--- config.mk ---
export PLATFORM = sky130hd
export DESIGN_NAME = address_record_table_unit
export DESIGN_NICKNAME = d
export VERILOG_FILES = /design/src/design/art_pkg.sv /design/src/design/address_record_table_unit.sv /design/src/design/art_dp.sv /design/src/design/art_ctrl.sv
export SDC_FILE = /design/constraint.sdc
export NUM_CORES = 1
export LEC_CHECK = 0
export ABC_AREA = 1
export BUFFER_PORTS_ARGS = -buffer_cell sky130_fd_sc_hd__buf_2
export CAP_MARGIN = 5
export CELL_PAD_IN_SITES_DETAIL_PLACEMENT = 1
export CELL_PAD_IN_SITES_GLOBAL_PLACEMENT = 1
export CORE_UTILIZATION = 51
export DETAILED_ROUTE_END_ITERATION = 8
export PLACE_DENSITY_LB_ADDON = 0.1
export SLEW_MARGIN = 5
export SYNTH_ARGS = -nofsm -noshare
export SYNTH_HDL_FRONTEND = slang
export SYNTH_SLANG_ARGS = --single-unit
--- constraint.sdc ---
create_clock -name i_clk -period 6.2 [get_ports i_clk]
set_clock_uncertainty 0.2 [all_clocks]
set_input_delay 0.62 -clock i_clk [delete_from_list [all_inputs] [get_ports i_clk]]
set_output_delay 0.62 -clock i_clk [all_outputs]
set_load 0.02 [all_outputs]
--- src/design/art_pkg.sv ---
// Package for the address record table: sizes, transaction types and the
// command/status bundles shared by the controller and the datapath.
// No dependencies.
`default_nettype none

package art_pkg;

    localparam int TABLE_DEPTH = 16;
    // index/count width: holds 0..TABLE_DEPTH
    localparam int CNT_W  = $clog2(TABLE_DEPTH + 1);
    // entry address width
    localparam int ADDR_W = (TABLE_DEPTH > 1) ? $clog2(TABLE_DEPTH) : 1;
    localparam int SLOT_W = 4;
    localparam int CLR_W  = 5;
    localparam int USED_W = 5;
    localparam int ENTRY_W = 64;

    localparam logic MODE_RECORD = 1'b0;
    localparam logic MODE_FLUSH  = 1'b1;

    typedef struct packed {
        logic        mode;
        logic [15:0] iface;
        logic [7:0]  tag;
        logic [31:0] ip_address;
        logic [7:0]  mask_len;
    } t_in_item;

    typedef struct packed {
        logic              stored;
        logic [SLOT_W-1:0] slot;
        logic [CLR_W-1:0]  cleared;
        logic [USED_W-1:0] used_count;
    } t_out_item;

    typedef struct packed {
        logic load;         // latch transaction, restart scan
        logic step;         // advance scan index
        logic rec_write;    // write record at scan index
        logic append;       // raise high-water count
        logic flush_clear;  // invalidate entry at scan index
        logic emit;         // capture result
    } t_cmd;

    typedef struct packed {
        logic mode;
        logic at_end;       // scan index reached high-water count
        logic empty;        // entry at scan index is all zero
        logic hit;          // entry matches flush filters
        logic full;         // high-water count equals depth
    } t_stat;

endpackage

`default_nettype wire

--- src/design/address_record_table_unit.sv ---
// Address record table, first-fit slot allocation with high-water count.
// A record scans from index 0 up to the first hole or the count, a flush scans
// up to the count; o_valid is registered once the scan ends. Results cannot be held off.
// busy drops with o_valid, so a new item is taken only after the last result;
// the scan reads one entry per cycle.
// Synchronous active-low reset clears the table and the count at once.
`default_nettype none

module address_record_table_unit import art_pkg::*; (
    input  wire logic      i_clk,
    input  wire logic      i_rst_n,
    input  wire logic      start,
    input  wire t_in_item  i_item,
    output logic           busy,
    output logic           o_valid,
    output t_out_item      o_result
);

    t_cmd  cmd;
    t_stat stat;

    art_ctrl u_ctrl (
        .i_clk   (i_clk),
        .i_rst_n (i_rst_n),
        .start   (start),
        .i_stat  (stat),
        .o_cmd   (cmd),
        .busy    (busy),
        .o_valid (o_valid)
    );

    art_dp u_dp (
        .i_clk    (i_clk),
        .i_rst_n  (i_rst_n),
        .i_item   (i_item),
        .i_cmd    (cmd),
        .o_stat   (stat),
        .o_result (o_result)
    );

`ifndef SYNTHESIS
    a_single_strobe: assert property (@(posedge i_clk) disable iff (!i_rst_n)
        o_valid |=> !o_valid)
        else $error("result strobe held for more than one cycle");

    a_accept_busy: assert property (@(posedge i_clk) disable iff (!i_rst_n)
        (start && !busy) |=> (busy && !o_valid))
        else $error("accepted transaction did not start a scan");

    a_no_mixed_result: assert property (@(posedge i_clk) disable iff (!i_rst_n)
        o_valid |-> !(o_result.stored && (o_result.cleared != '0)))
        else $error("result reports both a store and a flush count");

    a_write_only_in_scan: assert property (@(posedge i_clk) disable iff (!i_rst_n)
        (cmd.rec_write || cmd.flush_clear) |-> busy)
        else $error("table modified outside a scan");
`endif

endmodule

`default_nettype wire

--- src/design/art_dp.sv ---
// Datapath of the address record table: entry storage, valid bits,
// scan index, high-water count and result register. Uses art_pkg.
`default_nettype none

module art_dp import art_pkg::*; (
    input  wire logic      i_clk,
    input  wire logic      i_rst_n,
    input  wire t_in_item  i_item,
    input  wire t_cmd      i_cmd,
    output t_stat          o_stat,
    output t_out_item      o_result
);

    t_in_item                r_in;
    logic [CNT_W-1:0]        r_idx;
    logic [CNT_W-1:0]        r_hw;
    logic [CNT_W-1:0]        r_cleared;
    logic [TABLE_DEPTH-1:0]  r_valid;
    logic [ENTRY_W-1:0]      r_mem [TABLE_DEPTH];
    logic [ENTRY_W-1:0]      r_entry;
    t_out_item               r_res;

    logic [ADDR_W-1:0]  addr;
    logic [CNT_W-1:0]   n_idx;
    logic [ADDR_W-1:0]  n_addr;
    logic [ENTRY_W-1:0] new_word;
    logic [15:0]        e_iface;
    logic [7:0]         e_tag;
    logic [CNT_W-1:0]   n_hw;

    assign addr     = r_idx[ADDR_W-1:0];
    assign n_idx    = i_cmd.load ? '0 : (i_cmd.step ? r_idx + CNT_W'(1) : r_idx);
    assign n_addr   = n_idx[ADDR_W-1:0];
    assign e_iface  = r_entry[15:0];
    assign e_tag    = r_entry[23:16];
    assign new_word = {r_in.mask_len, r_in.ip_address, r_in.tag, r_in.iface};
    assign n_hw     = i_cmd.append ? r_hw + CNT_W'(1) : r_hw;

    assign o_stat.mode   = r_in.mode;
    assign o_stat.at_end = (r_idx == r_hw);
    assign o_stat.empty  = (r_entry == '0);
    assign o_stat.hit    = ((r_in.iface == 16'd0) || (e_iface == r_in.iface)) &&
                           ((r_in.tag == 8'd0) || (e_tag == r_in.tag));
    assign o_stat.full   = (r_hw == CNT_W'(TABLE_DEPTH));
    assign o_result      = r_res;

    // r_entry follows the scan index: the entry at the next index is fetched
    // at every edge. An entry never written since reset or flushed reads as
    // zero. A record write targets the entry fetched at the same edge, which gets the old value.
    always_ff @(posedge i_clk) begin
        if (i_cmd.rec_write) begin
            r_mem[addr] <= new_word;
        end
        r_entry <= r_valid[n_addr] ? r_mem[n_addr] : '0;
    end

    always_ff @(posedge i_clk) begin
        if (i_cmd.load) begin
            r_in <= i_item;
        end
        if (i_cmd.emit) begin
            r_res.stored     <= i_cmd.rec_write;
            r_res.slot       <= i_cmd.rec_write ? SLOT_W'(r_idx) : '0;
            r_res.cleared    <= (r_in.mode == MODE_FLUSH) ? CLR_W'(r_cleared) : '0;
            r_res.used_count <= USED_W'(n_hw);
        end
    end

    always_ff @(posedge i_clk) begin
        if (!i_rst_n) begin
            r_idx     <= '0;
            r_hw      <= '0;
            r_cleared <= '0;
            r_valid   <= '0;
        end else begin
            r_hw  <= n_hw;
            r_idx <= n_idx;
            if (i_cmd.load) begin
                r_cleared <= '0;
            end
            if (i_cmd.rec_write) begin
                r_valid[addr] <= 1'b1;
            end else if (i_cmd.flush_clear) begin
                r_valid[addr] <= 1'b0;
                if (r_entry != '0) begin
                    r_cleared <= r_cleared + CNT_W'(1);
                end
            end
        end
    end

endmodule

`default_nettype wire

--- src/design/art_ctrl.sv ---
// Controller of the address record table: scan sequencer that drives the
// datapath commands and the result strobe. Uses art_pkg.
`default_nettype none

module art_ctrl import art_pkg::*; (
    input  wire logic  i_clk,
    input  wire logic  i_rst_n,
    input  wire logic  start,
    input  wire t_stat i_stat,
    output t_cmd       o_cmd,
    output logic       busy,
    output logic       o_valid
);

    typedef enum logic {
        S_IDLE,
        S_SCAN
    } t_state;

    t_state r_state, n_state;
    logic   r_valid, n_valid;

    always_comb begin
        o_cmd   = '0;
        n_state = r_state;
        n_valid = 1'b0;
        case (r_state)
            S_IDLE: begin
                if (start) begin
                    o_cmd.load = 1'b1;
                    n_state    = S_SCAN;
                end
            end
            S_SCAN: begin
                if (i_stat.mode == MODE_RECORD) begin
                    if (i_stat.at_end) begin
                        // no hole below the count: append unless full
                        o_cmd.rec_write = !i_stat.full;
                        o_cmd.append    = !i_stat.full;
                        o_cmd.emit      = 1'b1;
                        n_valid         = 1'b1;
                        n_state         = S_IDLE;
                    end else if (i_stat.empty) begin
                        o_cmd.rec_write = 1'b1;
                        o_cmd.emit      = 1'b1;
                        n_valid         = 1'b1;
                        n_state         = S_IDLE;
                    end else begin
                        o_cmd.step = 1'b1;
                    end
                end else begin
                    if (i_stat.at_end) begin
                        o_cmd.emit = 1'b1;
                        n_valid    = 1'b1;
                        n_state    = S_IDLE;
                    end else begin
                        o_cmd.flush_clear = i_stat.hit;
                        o_cmd.step        = 1'b1;
                    end
                end
            end
            default: begin
                n_state = S_IDLE;
            end
        endcase
    end

    always_ff @(posedge i_clk) begin
        if (!i_rst_n) begin
            r_state <= S_IDLE;
            r_valid <= 1'b0;
        end else begin
            r_state <= n_state;
            r_valid <= n_valid;
        end
    end

    assign busy    = (r_state != S_IDLE);
    assign o_valid = r_valid;

endmodule

`default_nettype wire

==> flow_metrics.tcl <==
set metrics [dict create \
    synth_top_area_share_pct 64.3 \
    max_cap_viol_count 0 \
    synthXorXnorAreaFrac_pct 0.595 \
    cts_buffer_depth 3 \
    h-tree-depth 4 \
    seqPwrFrac_pct 49.5 \
    synthAdderAreaFrac_pct 0.170 \
    clk_pin_slew_ns 0.06 \
    grtUsageMet3_pct 4.04 \
    die_width_um 320 \
    gp_congestion 0.739 \
    grt_usage_pct 28.8 \
    post-cts-setup-buffers 0 \
    yosys_register_bits 1201 \
    r2r_end "u_dp.r_entry[30]$_SDFF_PN0_" \
    core_region_area_mm2 0.100 \
    grt_max_degree 185 \
    setup_viol 0 \
    synth_nets 4830 \
    critPathKind "flop to flop" \
    p_switching_mw 4.46 \
    overflow 0 \
    multi_input_area_mm2 0.0119 \
    clkPwrFrac_pct 42.3 \
    ff2ff_path_depth 17 \
    p_leak_nw 23.4 \
    synth_mux_area_share_pct 0 \
    yosys.area_share.simple_pct 21.5 \
    use_met2_pct 50.9 \
    slew_headroom_pct 20.7 \
    syn-cell-area_mm2 0.0515 \
    path_common_cell "nand2_1" \
    drt-initial-drc-count 3063 \
    p_int_mw 14.1 \
    crit_required_ns 6.63 \
    yosysMostFrequentCell "nand3_1" \
    hold_viol 0 \
    netlist_instances 4755 \
    finalCriticalPeriod_ns 4.78 \
    syn2layout_area_growth_pct 12.7 \
    dp_hpwl_mm 70.2 \
    worstPathCellList "nor2_1 > nand2_1 > nor2_1 > nand2_1 > nor2_2 > nand3_2 > nand3_4 > nand3_4 > nand2_8 > buf_4 > nand2_1 > nand3_1 > nand3_1 > nand3_1 > nand2_1 > nand2_1 > inv_1" \
    r2r_start "u_dp.r_entry[52]$_SDFF_PN0_" \
    vias 35200 \
    route.detailed.drc 0 \
    dieArea_mm2 0.102 \
    synth_cell_types 33 \
    arrival_ns 5.21 \
    drv_slew 0 \
    worst_pin_slew_ns 1.19 \
    cpMaxStageDelayCell "buf_4" \
    die_h_um 320 \
    synthTopCellsByCount "nand3_1 (1,177), edfxtp_1 (1,104), inv_1 (902)" \
    gr-max-usage-layer "met2" \
    cts-resized-gates 0 \
    cts_sinks 1201 \
    crit_buf_inv 2 \
    final.setup.tns_ns 0 \
    hold_path.class "flop to flop" \
    holdWs_ns 0.281 \
    port_buffers 84 \
    rsz0062_at_grt "false" \
    power_density_mw_per_mm2 319 \
    drive_gt1_share_pct 7.57 \
    vias_per_cell 5.65 \
    synth_edf_count 1104 \
    yosysSeqAreaShare_pct 68.1 \
    cts_tree "built" \
    postRouteWirelength_mm 147 \
    synth_top_family_by_area "simple AND/OR/NAND/NOR gates" \
    antenna_found_initial 1 \
    use_met1_pct 36.6 \
    synth_area_leader_cell "edfxtp_1" \
    root_buffer "clkbuf_16" \
    first_pass_iters 5 \
    final-seq-area_mm2 0.0351 \
    crit_path_max_incr_delay_ns 0.84 \
    r2r_slack_ns 1.42 \
    rows 116 \
    synth_compound_area_share_pct 0.495 \
    power_frac_comb_pct 8.3 \
    ios 85 \
    syn_area_per_cell_um2 10.8 \
    cp_top_family "simple AND/OR/NAND/NOR gates" \
    wl_per_cell_um 23.6 \
    nNetsFinal 4890 \
    ys_top_cells_by_area "edfxtp_1 (64%), nand3_1 (11%), inv_1 (6.6%)" \
    yosys_warnings 0 \
    start_util_pct 51.5 \
    cp-end-kind "flop" \
    peakVddDrop_uv 289 \
    critPathLaunchType "flop" \
    num-fill-cells 10400 \
    ys.flop_type "edfxtp_1" \
    antenna_left 0 \
    post-route-period-util_pct 77.0 \
    fmax_ghz 0.209 \
    async_flop_share_pct 0 \
    status "finished clean" \
    netSwitchingFraction_pct 24.0 \
    clk_latency_ns 0.75 \
    critPathMaxFanout 81 \
    grt_pass1_vias 37200 \
    whs_path_depth 2 \
    cts_buffers 133 \
    diodes 0 \
    grt_pass1_wl_mm 222 \
]
-- metrics by stage --
| stage | instance area, um^2 | instances | total power, mW | util, % | setup slack, ns |
|---|---|---|---|---|---|
| 2_1_floorplan | 51500 | 4755 | 10.3 | - | 1.37 |
| 3_3_place_gp | 53100 | 5912 | 10.8 | 53.0 | 1.70 |
| 3_5_place_dp | 53100 | 5912 | 10.8 | 53.0 | 1.54 |
| 4_1_cts | 58100 | 6223 | 18.6 | 58.0 | 1.52 |
| 5_1_grt | 58100 | 6223 | 19.1 | 58.0 | 1.19 |
| 6_report | 58100 | 6223 | 18.5 | 58.0 | 1.42 |
-- worst max-delay path by stage --
stage	from	to	slack, ns	cells past startpoint
2_1_floorplan	u_dp.r_idx[2]$_SDFF_PN0_	u_dp.r_mem[0][0]$_DFFE_PP_	1.37	10
3_3_place_gp	u_dp.r_entry[49]$_SDFF_PN0_	u_dp.r_entry[51]$_SDFF_PN0_	1.70	17
3_5_place_dp	u_dp.r_entry[55]$_SDFF_PN0_	u_dp.r_entry[30]$_SDFF_PN0_	1.54	17
4_1_cts	u_dp.r_entry[52]$_SDFF_PN0_	u_dp.r_entry[40]$_SDFF_PN0_	1.52	17
5_1_grt	u_dp.r_entry[52]$_SDFF_PN0_	u_dp.r_entry[40]$_SDFF_PN0_	1.19	17
6_report	u_dp.r_entry[52]$_SDFF_PN0_	u_dp.r_entry[30]$_SDFF_PN0_	1.42	17
-- logic make-up (layout without fill, tap and decap cells) --
family | Yosys count | count (layout)
DFF | 1201 | 1201
buffers and inverters | 1195 | 1365
xor gates and xnor gates | 35 | 35
and+or+nand+nor | 2267 | 2267
adders and majority gates | 7 | 7
AOI/OAI and AO/OA | 50 | 50
-- state kept, by name, indices dropped and copies added, names as in the netlist, named ones only --
name	cells
u_dp.r_hw	5
u_dp.r_entry	64
u_dp.r_mem	1024
u_dp.new_word	64
u_dp.r_idx	5
u_dp.o_stat	1
u_dp.o_result	15
u_dp.r_cleared	5
u_ctrl.o_valid	1
u_ctrl.busy	1
-- what timing repair did --
| item | in CTS | in global routing |
|---|---|---|
| endpoints found under the hold margin | 71 | 0 |
| endpoints found under the setup margin | 0 | 0 |
| hold buffers | 66 | 0 |
-- routing by layer --
metal / routed length, um / part of all wire (%) / vias up
li1: - / - / 16000
met1: 61200 / 42 / 17900
met2: 74200 / 51 / 954
met3: 7290 / 5.0 / 254
met4: 3860 / 2.6 / 0
met5: 0 / 0 / -
-- power by group through the flow --
stage | clock (mW) | sequential [mW] | combinational (mW)
3_5_place_dp | 0 | 9.34 | 1.49
5_1_grt | 8.23 | 9.19 | 1.68
3_3_place_gp | 0 | 9.33 | 1.46
6_report | 7.84 | 9.17 | 1.53
2_1_floorplan | 0 | 9.28 | 0.986
4_1_cts | 7.94 | 9.17 | 1.54
-- area by class of cell --
type | count | area share, %
inverter | 913 | 5.93
clock inverter | 57 | 0.943
clock buffer | 188 | 6.49
timing repair buffer | 207 | 2.94
sequential | 1201 | 60.4
tap | 1298 | 2.80
multi-input combinational | 2359 | 20.5
-- worst min-delay path, stage by stage (launching register included) --
cell and delay [ns]:
dfxtp_1 0.31, o21ai_0 0.07, a21oi_1 0.06
-- cell usage in the layout, fill, tap and decap left out, types with 2 or more instances in the layout --
| master | netlist | routed |
|---|---|---|
| inv_6 | 0 | 8 |
| inv_4 | 0 | 2 |
| nor3_1 | 5 | 5 |
| buf_12 | 0 | 16 |
| clkinv_1 | 1 | 22 |
| nor2_1 | 99 | 81 |
| buf_4 | 12 | 41 |
| clkinv_2 | 0 | 16 |
| nor4_1 | 7 | 7 |
| nand3_1 | 1177 | 1177 |
| a21oi_1 | 23 | 23 |
| or2_2 | 2 | 2 |
| clkbuf_16 | 0 | 138 |
| nand3_4 | 2 | 3 |
| xor2_1 | 25 | 25 |
| nand3b_1 | 262 | 262 |
| nand2_1 | 697 | 697 |
| clkbuf_1 | 82 | 37 |
| nor2_4 | 0 | 18 |
| dlygate4sd3_1 | 0 | 66 |
| bufinv_16 | 0 | 9 |
| ha_1 | 7 | 7 |
| o21ai_0 | 24 | 24 |
| clkinv_8 | 0 | 3 |
| nand4_1 | 5 | 5 |
| xnor2_1 | 10 | 10 |
| clkbuf_8 | 0 | 13 |
| dfxtp_1 | 97 | 97 |
| inv_1 | 902 | 899 |
| nor2_2 | 3 | 3 |
| edfxtp_1 | 1104 | 1104 |
| inv_2 | 10 | 9 |
| buf_2 | 148 | 84 |
Note: power is estimated with default switching activity, not from simulation.
